$ cat src/rtl/psdp_pkg.sv
`timescale 1ns / 1ps
`default_nettype none

package psdp_pkg;

   // word kinds on the result channel
   localparam logic [3:0] KIND_AGG_HDR  = 4'd0;
   localparam logic [3:0] KIND_CH_SIZE  = 4'd1;
   localparam logic [3:0] KIND_CH_FMT   = 4'd2;
   localparam logic [3:0] KIND_TIME_TAG = 4'd3;
   localparam logic [3:0] KIND_SAMPLES  = 4'd4;
   localparam logic [3:0] KIND_EXTRAS   = 4'd5;
   localparam logic [3:0] KIND_CHARGE   = 4'd6;
   localparam logic [3:0] KIND_PADDING  = 4'd7;
   localparam logic [3:0] KIND_IGNORED  = 4'd8;

   // error codes
   localparam logic [1:0] ERR_NONE     = 2'd0;
   localparam logic [1:0] ERR_BAD_ID   = 2'd1;
   localparam logic [1:0] ERR_OVERRUN  = 2'd2;
   localparam logic [1:0] ERR_BANK_END = 2'd3;

   // board aggregate id in the top nibble of header word 0
   localparam logic [3:0] AGG_ID = 4'hA;

   // one decoded input word as it travels from front to back
   typedef struct packed {
      logic [31:0] raw;
      logic        last;
      logic        id_ok;
      logic [27:0] agg_len;
      logic [7:0]  mask;
      logic [21:0] ch_len;
      logic [17:0] swpe;
      logic [17:0] wpe;
   } psdp_word_type;

   // one labeled result
   typedef struct packed {
      logic [3:0]  kind;
      logic [2:0]  pair;
      logic [1:0]  pos;
      logic [13:0] slo;
      logic [13:0] shi;
      logic [31:0] raw;
      logic        ev_end;
      logic [1:0]  err;
   } psdp_result_type;

endpackage

`default_nettype wire

$ cat src/rtl/psdp_front.sv
`timescale 1ns / 1ps
`default_nettype none

module psdp_front (
   input  wire logic                  req_valid,
   output logic                       req_ready,
   input  wire logic [31:0]           req_data_word,
   input  wire logic                  req_bank_last,
   input  wire logic                  q_full,
   output logic                       q_push,
   output psdp_pkg::psdp_word_type    q_word
);
   import psdp_pkg::*;

   logic [21:0] ch_size;
   logic [17:0] swpe;

   // accept whenever the queue has room
   assign req_ready = !q_full;
   assign q_push    = req_valid && !q_full;

   // field decode that does not depend on parser state
   assign ch_size = req_data_word[21:0];
   assign swpe    = {req_data_word[15:0], 2'b00};

   always_comb begin
      q_word.raw     = req_data_word;
      q_word.last    = req_bank_last;
      q_word.id_ok   = (req_data_word[31:28] == AGG_ID);
      q_word.agg_len = req_data_word[27:0];
      q_word.mask    = req_data_word[7:0];
      // channel size less the two channel headers, clamped at zero
      q_word.ch_len  = (ch_size >= 22'd2) ? ch_size - 22'd2 : 22'd0;
      q_word.swpe    = swpe;
      q_word.wpe     = swpe + 18'd3;
   end

endmodule

`default_nettype wire

$ cat src/rtl/psdp_queue.sv
`timescale 1ns / 1ps
`default_nettype none

module psdp_queue (
   input  wire logic                  clock,
   input  wire logic                  reset,
   input  wire logic                  push,
   input  wire psdp_pkg::psdp_word_type push_word,
   output logic                       full,
   input  wire logic                  pop,
   output psdp_pkg::psdp_word_type    pop_word,
   output logic                       not_empty
);
   import psdp_pkg::*;

   psdp_word_type entry_ff [2];
   logic          wr_ptr_ff, wr_ptr_in;
   logic          rd_ptr_ff, rd_ptr_in;
   logic [1:0]    count_ff, count_in;

   assign full      = (count_ff == 2'd2);
   assign not_empty = (count_ff != 2'd0);
   assign pop_word  = entry_ff[rd_ptr_ff];

   // pointer and fill count
   always_comb begin
      wr_ptr_in = push ? ~wr_ptr_ff : wr_ptr_ff;
      rd_ptr_in = pop ? ~rd_ptr_ff : rd_ptr_ff;
      count_in  = count_ff;
      if (push && !pop) begin
         count_in = count_ff + 2'd1;
      end else if (pop && !push) begin
         count_in = count_ff - 2'd1;
      end
   end

   always_ff @(posedge clock) begin
      if (reset) begin
         wr_ptr_ff <= 1'b0;
         rd_ptr_ff <= 1'b0;
         count_ff  <= 2'd0;
      end else begin
         wr_ptr_ff <= wr_ptr_in;
         rd_ptr_ff <= rd_ptr_in;
         count_ff  <= count_in;
      end
   end

   // entry storage
   always_ff @(posedge clock) begin
      if (push) begin
         entry_ff[wr_ptr_ff] <= push_word;
      end
   end

endmodule

`default_nettype wire

$ cat src/rtl/psdp_back.sv
`timescale 1ns / 1ps
`default_nettype none

module psdp_back #(
   parameter int CHANNEL_GROUPS = 8
) (
   input  wire logic                   clock,
   input  wire logic                   reset,
   input  wire logic                   q_not_empty,
   input  wire psdp_pkg::psdp_word_type q_word,
   output logic                        q_pop,
   output logic                        out_valid,
   input  wire logic                   out_ready,
   output psdp_pkg::psdp_result_type   out_result
);
   import psdp_pkg::*;

   // parser phases
   localparam logic [3:0] PH_HDR0   = 4'd0;
   localparam logic [3:0] PH_HDR1   = 4'd1;
   localparam logic [3:0] PH_HDR2   = 4'd2;
   localparam logic [3:0] PH_HDR3   = 4'd3;
   localparam logic [3:0] PH_CHSIZE = 4'd4;
   localparam logic [3:0] PH_CHFMT  = 4'd5;
   localparam logic [3:0] PH_TIME   = 4'd6;
   localparam logic [3:0] PH_SAMP   = 4'd7;
   localparam logic [3:0] PH_EXTRA  = 4'd8;
   localparam logic [3:0] PH_CHARGE = 4'd9;
   localparam logic [3:0] PH_PAD    = 4'd10;
   localparam logic [3:0] PH_IGNORE = 4'd11;

   localparam logic [15:0] GroupMaskWide = (16'd1 << CHANNEL_GROUPS) - 16'd1;
   localparam logic [7:0]  GroupMask     = GroupMaskWide[7:0];

   logic [3:0]  phase_ff, phase_in;
   logic [27:0] seen_ff, seen_in;
   logic [27:0] len_ff, len_in;
   logic [7:0]  mask_ff, mask_in;
   logic [2:0]  chan_ff, chan_in;
   logic [21:0] cwl_ff, cwl_in;
   logic [17:0] wpe_ff, wpe_in;
   logic [17:0] swpe_ff, swpe_in;
   logic [17:0] swl_ff, swl_in;
   logic        out_valid_ff;
   psdp_result_type res_ff, res_in;

   logic        fire;
   logic        counted;
   logic [27:0] seen_base;
   logic [7:0]  pick_mask;
   logic        pick_found;
   logic [2:0]  pick_idx;
   logic        do_pick;
   logic [21:0] cwl_cmp;
   logic [17:0] wpe_cmp;

   // lowest pending channel group
   function automatic logic [3:0] lowest_bit(input logic [7:0] m);
      logic [3:0] r;
      r = 4'd0;
      for (int g = 7; g >= 0; g--) begin
         if (m[g]) begin
            r = {1'b1, 3'(g)};
         end
      end
      return r;
   endfunction

   // pop one word when the output register is free or being emptied
   assign fire      = q_not_empty && (!out_valid_ff || out_ready);
   assign q_pop     = fire;
   assign out_valid = out_valid_ff;
   assign out_result = res_ff;

   // parser step for the word at the queue head
   always_comb begin
      phase_in  = phase_ff;
      seen_in   = seen_ff;
      len_in    = len_ff;
      mask_in   = mask_ff;
      chan_in   = chan_ff;
      cwl_in    = cwl_ff;
      wpe_in    = wpe_ff;
      swpe_in   = swpe_ff;
      swl_in    = swl_ff;
      counted   = 1'b1;
      seen_base = seen_ff;
      pick_mask = mask_ff & GroupMask;
      do_pick   = 1'b0;
      cwl_cmp   = cwl_ff;
      wpe_cmp   = wpe_ff;
      pick_found = 1'b0;
      pick_idx   = 3'd0;

      res_in        = '0;
      res_in.kind   = KIND_IGNORED;
      res_in.raw    = q_word.raw;
      res_in.err    = ERR_NONE;

      case (phase_ff)
         PH_HDR0: begin
            if (!q_word.id_ok) begin
               res_in.err = ERR_BAD_ID;
               counted    = 1'b0;
               phase_in   = PH_IGNORE;
            end else begin
               res_in.kind = KIND_AGG_HDR;
               len_in      = q_word.agg_len;
               seen_base   = 28'd0;
               phase_in    = PH_HDR1;
            end
         end
         PH_HDR1: begin
            res_in.kind = KIND_AGG_HDR;
            res_in.pos  = 2'd1;
            mask_in     = q_word.mask & GroupMask;
            phase_in    = PH_HDR2;
         end
         PH_HDR2: begin
            res_in.kind = KIND_AGG_HDR;
            res_in.pos  = 2'd2;
            phase_in    = PH_HDR3;
         end
         PH_HDR3: begin
            res_in.kind = KIND_AGG_HDR;
            res_in.pos  = 2'd3;
            do_pick     = 1'b1;
         end
         PH_CHSIZE: begin
            res_in.kind = KIND_CH_SIZE;
            res_in.pair = chan_ff;
            cwl_in      = q_word.ch_len;
            phase_in    = PH_CHFMT;
         end
         PH_CHFMT: begin
            res_in.kind = KIND_CH_FMT;
            res_in.pair = chan_ff;
            swpe_in     = q_word.swpe;
            wpe_in      = q_word.wpe;
            wpe_cmp     = q_word.wpe;
            if (cwl_cmp >= 22'(wpe_cmp)) begin
               phase_in = PH_TIME;
            end else begin
               pick_mask = mask_ff & ~(8'd1 << chan_ff) & GroupMask;
               do_pick   = 1'b1;
            end
         end
         PH_TIME: begin
            res_in.kind = KIND_TIME_TAG;
            res_in.pair = chan_ff;
            cwl_in      = cwl_ff - 22'(wpe_ff);
            swl_in      = swpe_ff;
            phase_in    = (swpe_ff != 18'd0) ? PH_SAMP : PH_EXTRA;
         end
         PH_SAMP: begin
            res_in.kind = KIND_SAMPLES;
            res_in.pair = chan_ff;
            res_in.slo  = q_word.raw[13:0];
            res_in.shi  = q_word.raw[29:16];
            if (swl_ff != 18'd0) begin
               swl_in = swl_ff - 18'd1;
            end
            if (swl_in == 18'd0) begin
               phase_in = PH_EXTRA;
            end
         end
         PH_EXTRA: begin
            res_in.kind = KIND_EXTRAS;
            res_in.pair = chan_ff;
            phase_in    = PH_CHARGE;
         end
         PH_CHARGE: begin
            res_in.kind   = KIND_CHARGE;
            res_in.pair   = chan_ff;
            res_in.ev_end = 1'b1;
            if (cwl_cmp >= 22'(wpe_cmp)) begin
               phase_in = PH_TIME;
            end else begin
               pick_mask = mask_ff & ~(8'd1 << chan_ff) & GroupMask;
               do_pick   = 1'b1;
            end
         end
         PH_PAD: begin
            res_in.kind = KIND_PADDING;
         end
         default: begin
            counted  = 1'b0;
            phase_in = PH_IGNORE;
         end
      endcase

      // move on to the next channel group, or to padding
      {pick_found, pick_idx} = lowest_bit(pick_mask);
      if (do_pick) begin
         mask_in = pick_mask;
         if (pick_found) begin
            chan_in  = pick_idx;
            phase_in = PH_CHSIZE;
         end else begin
            phase_in = PH_PAD;
         end
      end

      // aggregate size tracking
      if (counted) begin
         seen_in = seen_base + 28'd1;
         if (seen_in >= len_in) begin
            if (phase_in != PH_PAD) begin
               res_in.err = ERR_OVERRUN;
            end
            phase_in = PH_HDR0;
         end
      end

      // bank end
      if (q_word.last) begin
         if (phase_in != PH_HDR0 && phase_in != PH_IGNORE && res_in.err == ERR_NONE) begin
            res_in.err = ERR_BANK_END;
         end
         phase_in = PH_HDR0;
      end
   end

   // parser state
   always_ff @(posedge clock) begin
      if (reset) begin
         phase_ff <= PH_HDR0;
         seen_ff  <= '0;
         len_ff   <= '0;
         mask_ff  <= '0;
         chan_ff  <= '0;
         cwl_ff   <= '0;
         wpe_ff   <= '0;
         swpe_ff  <= '0;
         swl_ff   <= '0;
      end else if (fire) begin
         phase_ff <= phase_in;
         seen_ff  <= seen_in;
         len_ff   <= len_in;
         mask_ff  <= mask_in;
         chan_ff  <= chan_in;
         cwl_ff   <= cwl_in;
         wpe_ff   <= wpe_in;
         swpe_ff  <= swpe_in;
         swl_ff   <= swl_in;
      end
   end

   // output register
   always_ff @(posedge clock) begin
      if (reset) begin
         out_valid_ff <= 1'b0;
      end else if (fire) begin
         out_valid_ff <= 1'b1;
      end else if (out_ready) begin
         out_valid_ff <= 1'b0;
      end
   end

   always_ff @(posedge clock) begin
      if (fire) begin
         res_ff <= res_in;
      end
   end

endmodule

`default_nettype wire

$ cat src/rtl/psd_digitizer_aggregate_parser.sv
`timescale 1ns / 1ps
`default_nettype none

// channel   direction  handshake            payload
// req_      in         req_valid/req_ready  data_word[31:0], bank_last
// rsp_      out        rsp_valid/rsp_ready  kind, pair, position, samples, raw, end, error
//
// one word per cycle unless rsp_ stalls; words pass the queue, then the output register
// front decodes into a two-entry queue; back parser steps a word per cycle unless stalled
// req_ready drops only when the queue is full, i.e. when rsp_ stalls long enough
// reset is synchronous and clears parser state, queue and output valid

module psd_digitizer_aggregate_parser #(
   parameter int CHANNEL_GROUPS = 8
) (
   input  wire logic        clock,
   input  wire logic        reset,
   input  wire logic        req_valid,
   output logic             req_ready,
   input  wire logic [31:0] req_data_word,
   input  wire logic        req_bank_last,
   output logic             rsp_valid,
   input  wire logic        rsp_ready,
   output logic [3:0]       rsp_word_kind,
   output logic [2:0]       rsp_channel_pair,
   output logic [1:0]       rsp_header_position,
   output logic [13:0]      rsp_sample_low,
   output logic [13:0]      rsp_sample_high,
   output logic [31:0]      rsp_raw_word,
   output logic             rsp_event_end,
   output logic [1:0]       rsp_error_code
);
   import psdp_pkg::*;

   psdp_word_type   push_word;
   psdp_word_type   head_word;
   psdp_result_type result;
   logic            q_push;
   logic            q_full;
   logic            q_pop;
   logic            q_not_empty;

   // decode and accept
   psdp_front u_front (
      .req_valid     (req_valid),
      .req_ready     (req_ready),
      .req_data_word (req_data_word),
      .req_bank_last (req_bank_last),
      .q_full        (q_full),
      .q_push        (q_push),
      .q_word        (push_word)
   );

   // decoupling queue
   psdp_queue u_queue (
      .clock     (clock),
      .reset     (reset),
      .push      (q_push),
      .push_word (push_word),
      .full      (q_full),
      .pop       (q_pop),
      .pop_word  (head_word),
      .not_empty (q_not_empty)
   );

   // parser and output register
   psdp_back #(
      .CHANNEL_GROUPS (CHANNEL_GROUPS)
   ) u_back (
      .clock       (clock),
      .reset       (reset),
      .q_not_empty (q_not_empty),
      .q_word      (head_word),
      .q_pop       (q_pop),
      .out_valid   (rsp_valid),
      .out_ready   (rsp_ready),
      .out_result  (result)
   );

   assign rsp_word_kind       = result.kind;
   assign rsp_channel_pair    = result.pair;
   assign rsp_header_position = result.pos;
   assign rsp_sample_low      = result.slo;
   assign rsp_sample_high     = result.shi;
   assign rsp_raw_word        = result.raw;
   assign rsp_event_end       = result.ev_end;
   assign rsp_error_code      = result.err;

endmodule

`default_nettype wire

$ cat config.mk
export PLATFORM = sky130hd
export DESIGN_NAME = psd_digitizer_aggregate_parser
export DESIGN_NICKNAME = d
export VERILOG_FILES = /design/src/rtl/psdp_pkg.sv /design/src/rtl/psdp_front.sv /design/src/rtl/psdp_queue.sv /design/src/rtl/psdp_back.sv /design/src/rtl/psd_digitizer_aggregate_parser.sv
export SDC_FILE = /design/constraint.sdc
export NUM_CORES = 1
export LEC_CHECK = 0
export BUFFER_PORTS_ARGS = -buffer_cell sky130_fd_sc_hd__buf_2
export CORE_UTILIZATION = 50
export DETAILED_ROUTE_END_ITERATION = 16
export PLACE_DENSITY_LB_ADDON = 0.12
export SLEW_MARGIN = 15
export SYNTH_ARGS = -nofsm -noshare
export SYNTH_HDL_FRONTEND = slang
export SYNTH_SLANG_ARGS = --single-unit
$ cat constraint.sdc
create_clock -name clock -period 4.95 [get_ports clock]
set_clock_uncertainty 0.15 [all_clocks]
set_input_delay 0.2475 -clock clock [delete_from_list [all_inputs] [get_ports clock]]
set_output_delay 0.2475 -clock clock [all_outputs]
set_load 0.02 [all_outputs]
== After elaboration in Yosys (flattened, before gate mapping) ==
Memories as Yosys holds them, arrays and structs flattened. A register that Yosys moved wholly into a read port is not among the register bits.
Cells that the tools add are included.

* $add $sub $neg: 7
* Magnitude comparators: 4
* Equal/unequal tests: 14
* Shifts and indexed selects: 1
* Mux-type cells: 57
* Bitwise operators: 4
* Reductions and logical operators: 33

{| class="wikitable"
|+ Operator list
! operator !! number
|-
| 2-to-1 mux 28 bit || 4
|-
| 2-to-1 mux 4 bit || 19
|-
| >= comparator 22 x 18 -> 1 bit || 2
|-
| case mux 22 bit (2 select lines) || 1
|-
| case mux 4 bit (10 select lines) || 1
|-
| 2-to-1 mux 18 bit || 2
|-
| case mux 18 bit (2 select lines) || 1
|-
| case mux 4 bit (9 select lines) || 1
|-
| nonzero test 18 bit || 2
|-
| 2-to-1 mux 8 bit || 4
|-
| adder 28 x 1 -> 28 bit (second input constant) || 1
|-
| >= comparator 28 bit || 1
|-
| >= comparator 22 x 2 -> 1 bit (second input constant) || 1
|-
| 2-to-1 mux 22 bit || 1
|-
| subtractor 22 x 18 -> 22 bit || 1
|-
| subtractor 22 x 2 -> 22 bit (second input constant) || 1
|-
| adder 18 x 2 -> 18 bit (second input constant) || 1
|-
| logical NOT 18 bit || 1
|-
| subtractor 18 x 1 -> 18 bit (second input constant) || 1
|-
| equality test 4 x 3 -> 1 bit (second input constant) || 4
|-
| equality test 4 bit (second input constant) || 4
|-
| case mux 8 bit (2 select lines) || 1
|-
| 2-to-1 mux 2 bit || 7
|-
| 2-to-1 mux 1 bit || 12
|-
| 26 further kinds || 46
|}

* Register bits: 224
* RAM bits: 252
* Input bits: 37
* Output and inout bits: 74
* Memories: 1

{| class="wikitable"
|+ Memory list
! name !! words !! width !! rd ports !! clocked after Yosys merged registers in !! write ports !! line !! RTL
|-
| u_queue.entry_ff || 2 || 126 || 1 || 1 || 1 || psdp_queue.sv:16 || <nowiki>psdp_word_type entry_ff [2];</nowiki>
|}

== Logic depth before layout (Yosys ltp) ==
* Depth after elaboration: 23
* Gate-level depth with buffers: 27
* Gate-level depth less buffers: 23

== Cells and area by module ==
Synthesis repeated with hierarchy kept, for this count alone.

* Cell total of the unflattened synthesis: 2,006
* Area, all modules: 22,904.5 µm²

{| class="wikitable"
|+ By module, submodules not included
! module !! times used !! cells an instance !! area each (µm²) !! seq. area each (µm²)
|-
| psdp_back || 1 || 1,394 || 12,052.8 || 5,124.9
|-
| psdp_queue || 1 || 420 || 9,501.6 || 7,787.5
|-
| psdp_front || 1 || 192 || 1,350.0 || 0.0
|}

== Worst setup path before layout ==
OpenSTA, ideal clock, no wires.

* Path type: register to register
* From: register (tool-made name)
* To: register u_back.phase_ff[3]
* Setup time: 0.070 ns
* Arrival time: 4.981 ns
* Slack: -0.251 ns
* Cell stages (with the launch flop): 28
* Buffers on the path: 4
* Path through: dfxtp_1 -> clkbuf_1 -> mux2_4 -> nand3_1 -> clkbuf_1 -> clkbuf_1 -> and2_1 -> ha_1 -> nand3_1 -> nand4bb_4 -> nor3_2 -> and4_1 -> and3_1 -> buf_2 -> nand3_1 -> xor2_1 -> nor2_1 -> ha_1 -> a21o_1 -> a211oi_1 -> nand2_1 -> nor2_1 -> o211ai_1 -> o31ai_1 -> a21oi_1 -> nor2_1 -> nand3b_1 -> a21oi_1

{| class="wikitable"
|+ RTL lines
! element !! line !! RTL
|-
| to (signal assigned) || psdp_back.sv:237 || <nowiki>phase_ff <= phase_in;</nowiki>
|-
| to (decl) || psdp_back.sv:35 || <nowiki>logic [3:0] phase_ff, phase_in;</nowiki>
|}

==> results_dict.tcl <==
set metrics [dict create \
    drc 0 \
    worst-setup-path-type "reg2reg" \
    syn-num-nets 1759 \
    clk_latency_ns 0.54 \
    dp_hpwl_um 29400 \
    seq_power_share_pct 38.3 \
    drt_iter0_markers 1040 \
    outcome "complete, no violations" \
    n_antenna_cell 0 \
    grt_pass1_wl_um 67700 \
    period_share_pct 94.5 \
    crit_fanout 57 \
    synthFlopType "edfxtp_1" \
    grt_use_total_pct 26.1 \
    clk_pin_slew_worst_paths_ns 0.06 \
    coreArea_um2 31600 \
    timing.critical_path.required_ns 5.18 \
    grt_overflow_total 0 \
    start_util_pct 50.8 \
    pwr-share-clk_pct 28.5 \
    vias_per_cell 5.79 \
    numPortBuffers 110 \
    critical_path_buf_inv_count 1 \
    vias 12900 \
    htreeDepth 2 \
    avgSynthCellArea_um2 9.71 \
    fp.dieW_um 181 \
    wl_per_cell_um 19.5 \
    hold_path.class "in2reg" \
    p_sw_mw 3.42 \
    antenna_left 0 \
    final_util_pct 59.3 \
    worst-r2r-setup-slack_ns 0.27 \
    powerDensity_nw_per_um2 500 \
    setup_viol 0 \
    slew_violations 0 \
    synth.area.top_cells "edfxtp_1 34%, dfxtp_1 17%, nor2_1 6.2%" \
    drt-total-wl_um 43400 \
    cts_made_buffers 37 \
    synth_edf_count 184 \
    synth_cells 1655 \
    final.min_clock_period_ns 4.68 \
    comb_power_share_pct 33.2 \
    synth_largest_area_cell "edfxtp_1" \
    layout_setup_ws_ns 0.273 \
    reg2reg_depth 13 \
    clock-sinks 318 \
    arrival_ns 4.91 \
    tightest_slew_ns 0.995 \
    cp_num_cells 13 \
    post-place-ws_ns 0.0718 \
    internal_power_mw 5.95 \
    timing.setup.tns_ns 0 \
    placement_rows 65 \
    cts_root_buf "clkbuf_16" \
    synth_warnings 0 \
    ys_seq_area_share_pct 51.1 \
    place_congestion 0.925 \
    slew_headroom_pct 33.6 \
    first_global_vias 12100 \
    crit_path_start_kind "flip-flop" \
    antenna_found_initial 0 \
    fmaxAchievable_mhz 214 \
    synth_top_area_share_pct 34.4 \
    hold_viol 0 \
    ys_types 91 \
    r2r_end "u_back.chan_ff[1]$_SDFFE_PP0P_" \
    io_pins 111 \
    peakVddDrop_v 0.000340 \
    synth_async_sr_flop_share_pct 0 \
    p_leak_nw 7.20 \
    maxCapViolCount 0 \
    cp_slowest_cell "buf_4" \
    cp_cell_sequence "buf_4, mux2i_1, ha_1, a21oi_1, o21ai_0, a211oi_1, a211oi_1, a2111oi_0, a311o_2, and2_2, a31oi_2, mux2i_1, nor2_1" \
    die_h_um 181 \
    syn-cell-area_um2 16100 \
    crit_end "u_back.chan_ff[1]$_SDFFE_PP0P_" \
    synth_seq_cells 318 \
    slowest_delay_ns 0.75 \
    dp_cells 2121 \
    cts_tree "built" \
    grt_max_degree 76 \
    cp-end-kind "flip-flop" \
    dieArea_um2 32900 \
    first_pass_iters 6 \
    area_growth_pct 16.7 \
    final_cell_area_um2 18800 \
    drive_above_1_share_pct 14.5 \
    place_area_um2 17100 \
    swShare_pct 36.5 \
    fin_cells 2226 \
    cp_top_family "compound AO/OA/AOI/OAI gates" \
    nNetsFinal 1900 \
    clock_path_buffers 3 \
]
## through the flow
stage          total power, mW  hold slack (ns)
2_1_floorplan             5.63            0.196
3_3_place_gp              6.66            0.286
4_1_cts                   9.42         0.000495
3_5_place_dp              6.70            0.289
6_report                  9.37           0.0239
5_1_grt                   9.84           0.0325
## tightest hold or removal path, cell delays in order
cell and delay, ns:
buf_2 0.11, nand2_1 0.14, xor2_1 0.09, nor2_1 0.08
## cell usage after synthesis, types with 13 or more instances
| cell | n |
|---|---|
| xor2_1 | 30 |
| o211ai_1 | 20 |
| ha_1 | 66 |
| nand2b_1 | 13 |
| nand3_1 | 30 |
| a211oi_1 | 32 |
| buf_1 | 15 |
| dfxtp_1 | 134 |
| a21oi_1 | 165 |
| or3_1 | 14 |
| clkbuf_1 | 63 |
| xnor2_1 | 30 |
| nand2_1 | 137 |
| a22oi_1 | 14 |
| o21ai_0 | 51 |
| nor2_1 | 267 |
| nor3_1 | 36 |
| nor4_1 | 17 |
| mux2i_1 | 52 |
| edfxtp_1 | 184 |
| and3_1 | 16 |
| inv_1 | 70 |
| a21o_1 | 25 |
## what timing repair did
action                     CTS  global route
setup endpoints to repair    2             6
hold buffers                34             0
buffers inserted             0             4
hold endpoints to repair    78             0
resized for setup            2             9
pin swaps                    0             6
## power by group through the flow
stage / registers, mW / clock network [mW] / logic [mW]
final: 3.59 / 2.67 / 3.11
after floorplan: 3.94 / 0 / 1.69
after CTS: 3.59 / 2.73 / 3.11
after global routing: 3.63 / 2.83 / 3.38
after detailed placement: 3.64 / 0 / 3.07
after global placement: 3.62 / 0 / 3.04
## sequential cells by signal, indices dropped and copies added (netlist names), 4 cells and up, named ones only
name and flops:
u_back.wpe_ff 16, u_back.seen_ff 28, u_back.phase_ff 4, u_back.out_result 72, u_back.swl_ff 18, u_back.cwl_cmp 22
u_back.mask_ff 8, u_back.len_ff 28, u_queue.entry_ff 112
## worst min-delay path by stage
stage                                  from                            endpoint  slack (ns)  cells after the start
after CTS                         req_valid      u_queue.wr_ptr_ff$_SDFFE_PP0P_      0.0005                      4
after global routing              req_valid      u_queue.wr_ptr_ff$_SDFFE_PP0P_        0.03                      4
after floorplan            req_data_word[6]  u_queue.entry_ff[0][100]$_DFFE_PP_        0.20                      0
final                             req_valid      u_queue.wr_ptr_ff$_SDFFE_PP0P_        0.02                      4
after detailed placement      req_bank_last   u_queue.entry_ff[1][93]$_DFFE_PP_        0.29                      1
after global placement    req_data_word[23]  u_queue.entry_ff[0][117]$_DFFE_PP_        0.29                      1
## final cells by class
type	count	area, µm²
repair buffers	187	1220
flip-flops and latches	318	8210
well taps	402	503
inverters	72	272
multi-input cells	1180	7340
clock inverters	15	149
fillers	2766	12900
clock buffers	52	1060
## routing by layer
metal  global-route usage [%]  vias to the layer above  part of all wire [%]
li1                         -                     6248                     -
met1                     38.4                     6169                    47
met2                     40.1                      415                    45
met3                     3.59                       60                   6.6
met4                     6.95                        0                   2.0
met5                        0                        -                     0
## kinds of logic after synthesis
kind of cell / synth area share [%]
AOI/OAI and AO/OA: 15.3
xor gates and xnor gates: 3.27
adders and majority gates: 5.26
buffers and inverters: 3.72
DFF: 51.1
muxes: 3.68
and+or+nand+nor: 17.7
## layout by cell type, fill, tap and decap left out, types with 17 or more instances in the layout
cell type      netlist  layout
mux2i_1             52      52
clkbuf_16            0      38
nand3_1             30      29
ha_1                66      65
xor2_1              30      30
nor3_1              36      34
o21ai_0             51      50
dfxtp_1            134     133
a21o_1              25      25
nand2_1            137     137
nor4_1              17      17
nor2_1             267     264
o211ai_1            20      20
inv_1               70      70
xnor2_1             30      30
a21oi_1            165     164
buf_4                0      44
dlygate4sd3_1        0      34
a211oi_1            32      31
buf_2                7     109
edfxtp_1           184     184
Power figures use the tool's default switching activity.
